**src/cau_pkg.sv**
```systemverilog
`timescale 1ns / 1ps
package cau_pkg;

  localparam int FIELD_BITS = 32;
  localparam int PROD_BITS  = 64;
  localparam int SUM_BITS   = 66;

  typedef enum logic [2:0] {
    OP_ADD  = 3'd0,
    OP_SUB  = 3'd1,
    OP_MUL  = 3'd2,
    OP_DIV  = 3'd3,
    OP_GT   = 3'd4,
    OP_LT   = 3'd5,
    OP_EQ   = 3'd6,
    OP_CONJ = 3'd7
  } op_t;

  typedef enum logic [1:0] {
    ST_OK   = 2'd0,
    ST_OVF  = 2'd1,
    ST_DIV0 = 2'd2
  } status_t;

  // Sideband carried alongside the divider lanes
  typedef struct packed {
    logic [PROD_BITS-1:0] den;
    logic                 neg_re;
    logic                 neg_im;
    logic                 cmp;
    logic                 div0;
  } side_t;

endpackage

```
**src/cau_div_cell.sv**
```systemverilog
`timescale 1ns / 1ps
module cau_div_cell #(
  parameter int QW = 80
) (
  input  logic                              clk,
  input  logic                              rst_n,
  input  logic                              en,
  input  logic                              in_valid,
  input  cau_pkg::side_t                    in_side,
  input  logic [cau_pkg::PROD_BITS-1:0]     in_rem_re,
  input  logic [QW-1:0]                     in_dq_re,
  input  logic [cau_pkg::PROD_BITS-1:0]     in_rem_im,
  input  logic [QW-1:0]                     in_dq_im,
  output logic                              out_valid,
  output cau_pkg::side_t                    out_side,
  output logic [cau_pkg::PROD_BITS-1:0]     out_rem_re,
  output logic [QW-1:0]                     out_dq_re,
  output logic [cau_pkg::PROD_BITS-1:0]     out_rem_im,
  output logic [QW-1:0]                     out_dq_im
);

  localparam int PB = cau_pkg::PROD_BITS;

  logic [PB:0]   t_re, t_im, d_ext;
  logic          ge_re, ge_im;
  logic [PB-1:0] rem_re_nxt, rem_im_nxt;

  // one restoring step per lane: shift in the next dividend bit, retire one quotient bit
  always_comb begin
    d_ext      = {1'b0, in_side.den};
    t_re       = {in_rem_re, in_dq_re[QW-1]};
    t_im       = {in_rem_im, in_dq_im[QW-1]};
    ge_re      = (t_re >= d_ext);
    ge_im      = (t_im >= d_ext);
    rem_re_nxt = ge_re ? PB'(t_re - d_ext) : t_re[PB-1:0];
    rem_im_nxt = ge_im ? PB'(t_im - d_ext) : t_im[PB-1:0];
  end

  always_ff @(posedge clk) begin
    if (!rst_n) begin
      out_valid <= 1'b0;
    end else if (en) begin
      out_valid <= in_valid;
    end
  end

  always_ff @(posedge clk) begin
    if (en) begin
      out_side   <= in_side;
      out_rem_re <= rem_re_nxt;
      out_rem_im <= rem_im_nxt;
      out_dq_re  <= {in_dq_re[QW-2:0], ge_re};
      out_dq_im  <= {in_dq_im[QW-2:0], ge_im};
    end
  end

endmodule

```
**config.mk**
```make
export PLATFORM = sky130hd
export DESIGN_NAME = cau_div_cell
export DESIGN_NICKNAME = d
export VERILOG_FILES = /design/src/cau_pkg.sv /design/src/cau_div_cell.sv
export SDC_FILE = /design/constraint.sdc
export NUM_CORES = 1
export LEC_CHECK = 0
export BUFFER_PORTS_ARGS = -buffer_cell sky130_fd_sc_hd__buf_2
export CAP_MARGIN = 30
export CORE_AREA = 2 2 278 280
export CTS_CLUSTER_DIAMETER = 80
export CTS_CLUSTER_SIZE = 14
export DETAILED_ROUTE_END_ITERATION = 10
export DIE_AREA = 0 0 280 282
export PLACE_DENSITY_LB_ADDON = 0.05
export SYNTH_ARGS = -nofsm -noshare
export SYNTH_HDL_FRONTEND = slang
export SYNTH_SLANG_ARGS = --single-unit
```
**constraint.sdc**
```tcl
create_clock -name clk -period 5.4 [get_ports clk]
set_input_delay 0.54 -clock clk [delete_from_list [all_inputs] [get_ports clk]]
set_output_delay 0.54 -clock clk [all_outputs]
set_load 0.01 [all_outputs]
```
* Word-level counts from Yosys, hierarchy flattened
Index checks and enable logic that the tools add are counted.
** Operators by class
- $add $sub $neg :: 2
- Magnitude comparators :: 2
- Multiplexer cells :: 2
** Operators with widths (count)
- $ge 65x64->1 :: 2
- $mux 64 :: 2
- $sub 64x64->64 :: 2
** Word-level totals
- Logic and storage cells :: 16
- Flip-flop bits (word level) :: 357
- Input port bits :: 360

* Logic depth before layout (Yosys ltp)
Gate-level depths: netlist (run 1).
- Depth in word-level cells :: 2
- Mapped depth :: 16
- Mapped depth without buffers :: 14

* Worst setup path before layout (run 1)
Ideal clock, no wire load.
- Path type :: input to register
- From :: input port in_side[21] (netlist bit)
- To :: register out_rem_re[17] (netlist bit) (data pin)
- Slack :: 1.840 ns
- Cell stages on the path :: 13
- Setup time :: 0.260 ns
- Arrival :: 3.300 ns
- Path through :: inv_1 > ha_1 > and3_1 > nand2_1 > or4_1 > o41ai_2 > o211ai_1 > a21oi_1 > o21ai_1 > o21a_2 > inv_2 > buf_4 > mux2_2
** On the way
- Cells in the longest elaborated chain, start to end :: 2
- Elaborated cells between the ends (all ways) :: 3
- Classes of those cells :: add/sub (1); order compare (1); mux (1)
** Ends and longest elaborated chain
- start: declaration :: RTL line cau_div_cell.sv:9 : input cau_pkg::side_t in_side,
- $sub 64x64->64 / $ge 65x64->1 (equally long branches) :: RTL line cau_div_cell.sv:35, cau_div_cell.sv:33
- $mux 64 (*) :: RTL line cau_div_cell.sv:35 : rem_re_nxt = ge_re ? PB'(t_re - d_ext) : t_re[PB-1:0];
- net rem_re_nxt[17] :: RTL line cau_div_cell.sv:26 : logic [PB-1:0] rem_re_nxt, rem_im_nxt;
- end signal: assignment :: RTL line cau_div_cell.sv:50 : out_rem_re <= rem_re_nxt;
- end: declaration :: RTL line cau_div_cell.sv:16 : output logic [cau_pkg::PROD_BITS-1:0] out_rem_re,
The timed path passes the listed nets; every way through them passes the cells marked *.
A chain may end at the register's enable or synchronous reset.

* Worst setup path after layout (run 1)
- From :: input port in_side[23] (netlist bit)
- To :: register out_rem_re[21] (netlist bit) (data pin)
The elaborated chain is that of the path after synthesis.

==> flow_metrics.tcl, run 1 <==
set metrics [dict create \
    max_slew_margin_pct 47.4 \
    clockBufferDepth 3 \
    vias 16900 \
    numCtsBuffers 38 \
    required_ns 5.72 \
    drive_gt1_share_pct 32.4 \
    post-cts-setup-buffer-count 0 \
    min_period_ns 4.59 \
    clock_latency_ns 0.56 \
    pwr-share-clk_pct 32.4 \
    die_h_um 282 \
    cts_hold_buf 0 \
    skew_ns 0 \
    hold_viol_final 0 \
    grt_remaining_overflow 0 \
    place_inst 3436 \
    synthArstFlopShare_pct 0 \
    portBuffers 716 \
    antenna_left 0 \
    maxCapViolCount 0 \
    syn-instance-count 1797 \
    status "finished, final reports clean" \
    worst_pin_slew_ns 0.785 \
    root_buffer "clkbuf_16" \
    drt-total-wl_um 83100 \
    numClockSinks 357 \
    multi_input_area_um2 8330 \
    grt_pass1_vias 16900 \
    cts_tree "built" \
    power.density_nw_per_um2 320 \
    cts_resized 0 \
    drv_slew 0 \
    synth-seq-cells 357 \
    start_kind "primary input" \
    yosysWarnings 0 \
    path_max_fanout 65 \
    die_x_um 280 \
    critical_path_class "primary input to flip-flop" \
    nets 2988 \
    n_fill_cell 7903 \
    ys_types 73 \
    design_area_um2 25600 \
    syn_area_um2 19700 \
    io_pins 717 \
    ir_drop_uv 187 \
    drt_iter0_drc 978 \
    grt_pass1_wl_um 116000 \
    ff_latch_area_um2 10700 \
    combPwrFrac_pct 24.8 \
    setup_viol 0 \
    post_drt_wl_per_cell_um 23.7 \
    drc 0 \
    min_period_over_period_pct 85.1 \
    firstDrtPassIters 6 \
    start_util_pct 26.1 \
    grt_antenna_before_repair 20 \
    rows 101 \
    p_seq_share_pct 42.8 \
    tns_ns 0 \
    hold_slack_ns 0.141 \
    hold_class "primary input to flip-flop" \
    fmax_ghz 0.218 \
    syn2layout_area_growth_pct 29.9 \
    synth_edf_count 356 \
    placed_area_um2 24400 \
    finalNonFillerCells 3502 \
    gr-usage-all-layers_pct 20.0 \
    power.internal_mw 5.64 \
    hpwl_um 68500 \
    power.switching_mw 2.56 \
    rsz0062_at_grt "no" \
    vias_per_cell 4.82 \
    ys_seq_area_share_pct 54.3 \
    fin_util_pct 33.9 \
    critPathCaptureType "flip-flop" \
    syn_nets 2287 \
    synth_flop_cell "edfxtp_1" \
    switching_share_pct 31.2 \
    clkTransAtPathRegs_ns 0.07 \
    grt_max_degree 96 \
    crit_arrival_ns 4.91 \
    avgSynthCellArea_um2 11.0 \
    p_leak_nw 11.2 \
    htree_levels 2 \
    die-area_um2 79000 \
    coreArea_um2 75700 \
    gp_congestion 0.907 \
]
==> layer usage <==
layer / wire length (um) / share of wire (%) / vias up / track usage, %
met4: 1540 / 1.9 / 12 / 4.46
met1: 31800 / 38 / 8105 / 22.6
met3: 5600 / 6.7 / 105 / 4.77
met2: 44100 / 53 / 583 / 38.0
li1: - / - / 8075 / -
met5: 72 / 0.087 / - / 0
==> cells in the mapped netlist (22+ instances only) <==
master	n	area, um^2
clkbuf_1	53	199
a21o_1	83	623
o21ai_0	102	510
nand2_1	128	480
a21oi_1	237	1190
nor2_1	159	597
nand4_1	33	206
xor2_1	56	490
nand3_1	22	110
edfxtp_1	356	10700
xnor2_1	59	517
inv_1	88	330
ha_1	128	1600
==> worst paths after layout <==
path,start,end,slack (ns),cells past startpoint
worst max-delay path,in_side[23],out_rem_re[21]$_DFFE_PP_,0.81,13
worst min register to register,out_valid$_SDFFE_PN0P_,out_valid$_SDFFE_PN0P_,0.52,2
worst min-delay path,in_dq_im[6],out_dq_im[7]$_DFFE_PP_,0.14,1
worst max register to register,out_valid$_SDFFE_PN0P_,out_valid$_SDFFE_PN0P_,4.82,2
==> critical path, cell delays in order <==
cell and delay, ns:
buf_2 0.09, inv_1 0.06, ha_1 0.47, nand4_1 0.33, or4_1 0.62, o41ai_2 0.58
o211ai_1 0.41, a21oi_1 0.46, o21ai_1 0.21, o21a_2 0.31, clkinv_2 0.12, buf_12 0.24
mux2_2 0.37
==> cells by family (layout without fill, tap and decap cells) <==
| logic type | count (synthesis) | after routing | synth area share [%] |
|---|---|---|---|
| DFF | 357 | 357 | 54.3 |
| muxes | 13 | 13 | 0.710 |
| adders and majority gates | 130 | 130 | 8.32 |
| and+or+nand+nor | 453 | 453 | 10.7 |
| buffers and inverters | 166 | 886 | 3.54 |
| AOI/OAI and AO/OA | 563 | 563 | 17.3 |
| xor gates and xnor gates | 115 | 115 | 5.10 |
| other | 0 | 7 | 0 |
==> power groups by stage <==
stage          registers, mW  logic, mW  clock network (mW)
2_1_floorplan           3.72      0.943                   0
3_3_place_gp            3.57       2.06                   0
3_5_place_dp            3.57       2.05                   0
4_1_cts                 3.51       2.07                2.75
5_1_grt                 3.54       2.23                2.83
6_report                3.51       2.03                2.65
==> state kept, by name, summed over array words and instances (netlist names) <==
| name | cells |
|---|---|
| out_valid | 1 |
| out_rem_im | 64 |
| out_dq_im | 80 |
| out_side | 68 |
| out_dq_re | 80 |
| out_rem_re | 64 |
==> through the flow <==
step | worst slack, ns | power, mW
after global placement | 0.208 | 5.63
after floorplan | 1.84 | 4.67
final | 0.806 | 8.19
after global routing | 0.539 | 8.60
after CTS | 0.775 | 8.33
after detailed placement | 0.172 | 5.62
==> layout make-up <==
cell class                 instances  share of cell area (%)
multi-input combinational       1274                    32.5
timing repair buffer             737                    14.9
antenna                            7                  0.0683
clock buffer                      42                    3.85
inverter                          90                    1.32
sequential                       357                    41.8
tap                              978                    4.77
clock inverter                    17                   0.849
==> placed cells by master (no fill, tap or decap), types with 18 or more instances in the layout <==
master,n
ha_1,128
a21o_1,83
o21bai_1,18
buf_2,715
o21ai_0,102
inv_1,88
nor2_1,159
nand2_1,128
nand3_1,22
xnor2_1,59
a31oi_1,21
a21oi_1,237
clkbuf_16,39
edfxtp_1,356
xor2_1,56
nand4_1,33
(Power assumes the default switching activity.)
==> inputs of run 2 (changes only) <==
==> constraint.sdc (replaced) <==
create_clock -name clk -period 5.4 [get_ports clk]
set_input_delay 0.27 -clock clk [delete_from_list [all_inputs] [get_ports clk]]
set_output_delay 0.27 -clock clk [all_outputs]
set_load 0.01 [all_outputs]
==> flow_metrics.tcl, run 2 (synthesis results as in run 1) <==
set metrics [dict create \
    min_period_ns 4.81 \
    cp_slowest_cell "or4_1" \
    post_drt_wl_per_cell_um 23.0 \
    vias_per_cell 4.77 \
    grt_remaining_overflow 0 \
    min_period_over_period_pct 89.1 \
    p_seq_share_pct 41.7 \
    combPwrFrac_pct 26.0 \
    drive_gt1_share_pct 29.9 \
    numClockSinks 357 \
    max_stage_delay_ns 0.62 \
    max_slew_margin_pct 37.6 \
    grt_pass1_wl_um 121000 \
    rows 101 \
    hpwl_um 69200 \
    drv_slew 0 \
    n_fill_cell 7736 \
    clock_latency_ns 0.56 \
    critical_path_class "primary input to flip-flop" \
    fmax_ghz 0.208 \
    vias 17900 \
    place_inst 3440 \
    setup_viol 0 \
    nets 3231 \
    die_x_um 280 \
    ir_drop_uv 191 \
    htree_levels 2 \
    rrSetupSlack_ns 4.26 \
    hold_viol_final 0 \
    clkTransAtPathRegs_ns 0.07 \
    worst_pin_slew_ns 0.935 \
    rsz0062_at_grt "no" \
    status "finished, final reports clean" \
    syn2layout_area_growth_pct 42.2 \
    numCtsBuffers 40 \
    path_cells "dlygate4sd3_1, buf_2, inv_1, ha_1, nand4_1, or4_1, o41ai_2, o211ai_1, buf_4, a21oi_1, o21ai_1, o21a_2, clkinv_2, buf_12, mux2_2" \
    post-cts-setup-buffer-count 0 \
    power.switching_mw 2.67 \
    io_pins 717 \
    root_buffer "clkbuf_16" \
    power.internal_mw 5.75 \
    drt-total-wl_um 86100 \
    die-area_um2 79000 \
    drt_iter0_drc 972 \
    hold_class "primary input to flip-flop" \
    p_leak_nw 12.3 \
    clockBufferDepth 3 \
    hold_path_end "out_rem_re[5]$_DFFE_PP_" \
    rr_endpoint "out_valid$_SDFFE_PN0P_" \
    path_max_fanout 28 \
    grt_pass1_vias 18200 \
    maxCapViolCount 0 \
    grt_antenna_before_repair 20 \
    power_mw 8.42 \
    die_h_um 282 \
    whs_path_depth 3 \
    firstDrtPassIters 5 \
    cts_tree "built" \
    finalNonFillerCells 3749 \
    antenna_left 0 \
    fin_util_pct 37.1 \
    final_cell_mix "buf_2, edfxtp_1, a21oi_1, dlygate4sd3_1, nor2_1" \
    worstHoldStart "in_rem_re[4]" \
    drc 0 \
    pwr-share-clk_pct 32.2 \
    crit_arrival_ns 5.14 \
    start_kind "primary input" \
    required_ns 5.72 \
    r2r-start "out_valid$_SDFFE_PN0P_" \
    critPathCaptureType "flip-flop" \
    tns_ns 0 \
    coreArea_um2 75700 \
    final_common_cell "buf_2" \
    gr-usage-all-layers_pct 20.8 \
    reg_top3 "out_dq_im (80), out_dq_re (80), out_side (68)" \
    gp_congestion 0.846 \
    switching_share_pct 31.7 \
    start_util_pct 26.1 \
    grt_max_degree 119 \
    r2r_cells 3 \
    portBuffers 716 \
    power.density_nw_per_um2 300 \
    skew_ns 0 \
]
-- run 2: changes by cell type in the layout (fill, tap and decap cells not counted), moves of 2 or more --
cell / change
buf_4: +4
inv_8: +2
clkinv_2: +2
clkinv_4: -3
inv_6: +4
diode_2: +2
dlygate4sd3_1: +237
-- run 2: worst max-delay path by stage --
stage | from | to | slack, ns
final | in_side[23] | out_rem_re[21]$_DFFE_PP_ | 0.59
after global routing | in_side[23] | out_rem_re[30]$_DFFE_PP_ | 0.29
after CTS | in_side[23] | out_rem_re[17]$_DFFE_PP_ | 0.54
after detailed placement | in_side[23] | out_rem_re[17]$_DFFE_PP_ | 0.48
after global placement | in_side[23] | out_rem_re[7]$_DFFE_PP_ | 0.48
after floorplan | in_side[21] | out_rem_re[17]$_DFFE_PP_ | 2.11
-- run 2: power by group through the flow --
stage	Combinational [mW]	Sequential (mW)	Clock, mW
4_1_cts	2.22	3.52	2.82
6_report	2.19	3.51	2.72
3_5_place_dp	2.06	3.57	0
2_1_floorplan	0.943	3.72	0
5_1_grt	2.39	3.54	2.91
3_3_place_gp	2.07	3.58	0
-- run 2: area by class of cell --
class                   count  area, um^2  share of cell area, %
diodes                      9        22.5                 0.0803
clock buffers              42        1010                   3.59
repair buffers            978        6200                   22.1
clock inverters            21         220                  0.785
well taps                 978        1220                   4.36
multi-input cells        1274        8330                   29.7
flip-flops and latches    357       10700                   38.2
inverters                  90         339                   1.21
-- run 2: critical path: cells and delay by family --
family          cells  cell delay (ns)
compound gates      5             1.74
buf+inv             6             1.23
simple gates        2             0.96
fa+ha+maj           1             0.48
mux                 1             0.36
-- run 2: metal layers --
metal	vias up	share of wire [%]	GRT usage, %
met1	8578	39	23.6
li1	8576	-	-
met3	126	6.2	4.96
met2	590	52	38.0
met5	-	0.14	0
met4	18	3.1	7.16
-- run 2: stage by stage --
stage	instance area (um^2)	setup WS, ns	hold WS (ns)
floorplan	19700	2.11	0.369
global placement	24400	0.479	0.448
detailed placement	24400	0.476	0.448
CTS	28000	0.544	0.00146
global route	28000	0.291	0.0240
finish	28100	0.590	0.0406
-- run 2: what timing repair did --
action / in CTS / in global routing
hold buffers: 237 / 0
gates resized for setup: 0 / 0
endpoints found under the setup margin: 0 / 0
endpoints found under the hold margin: 236 / 0
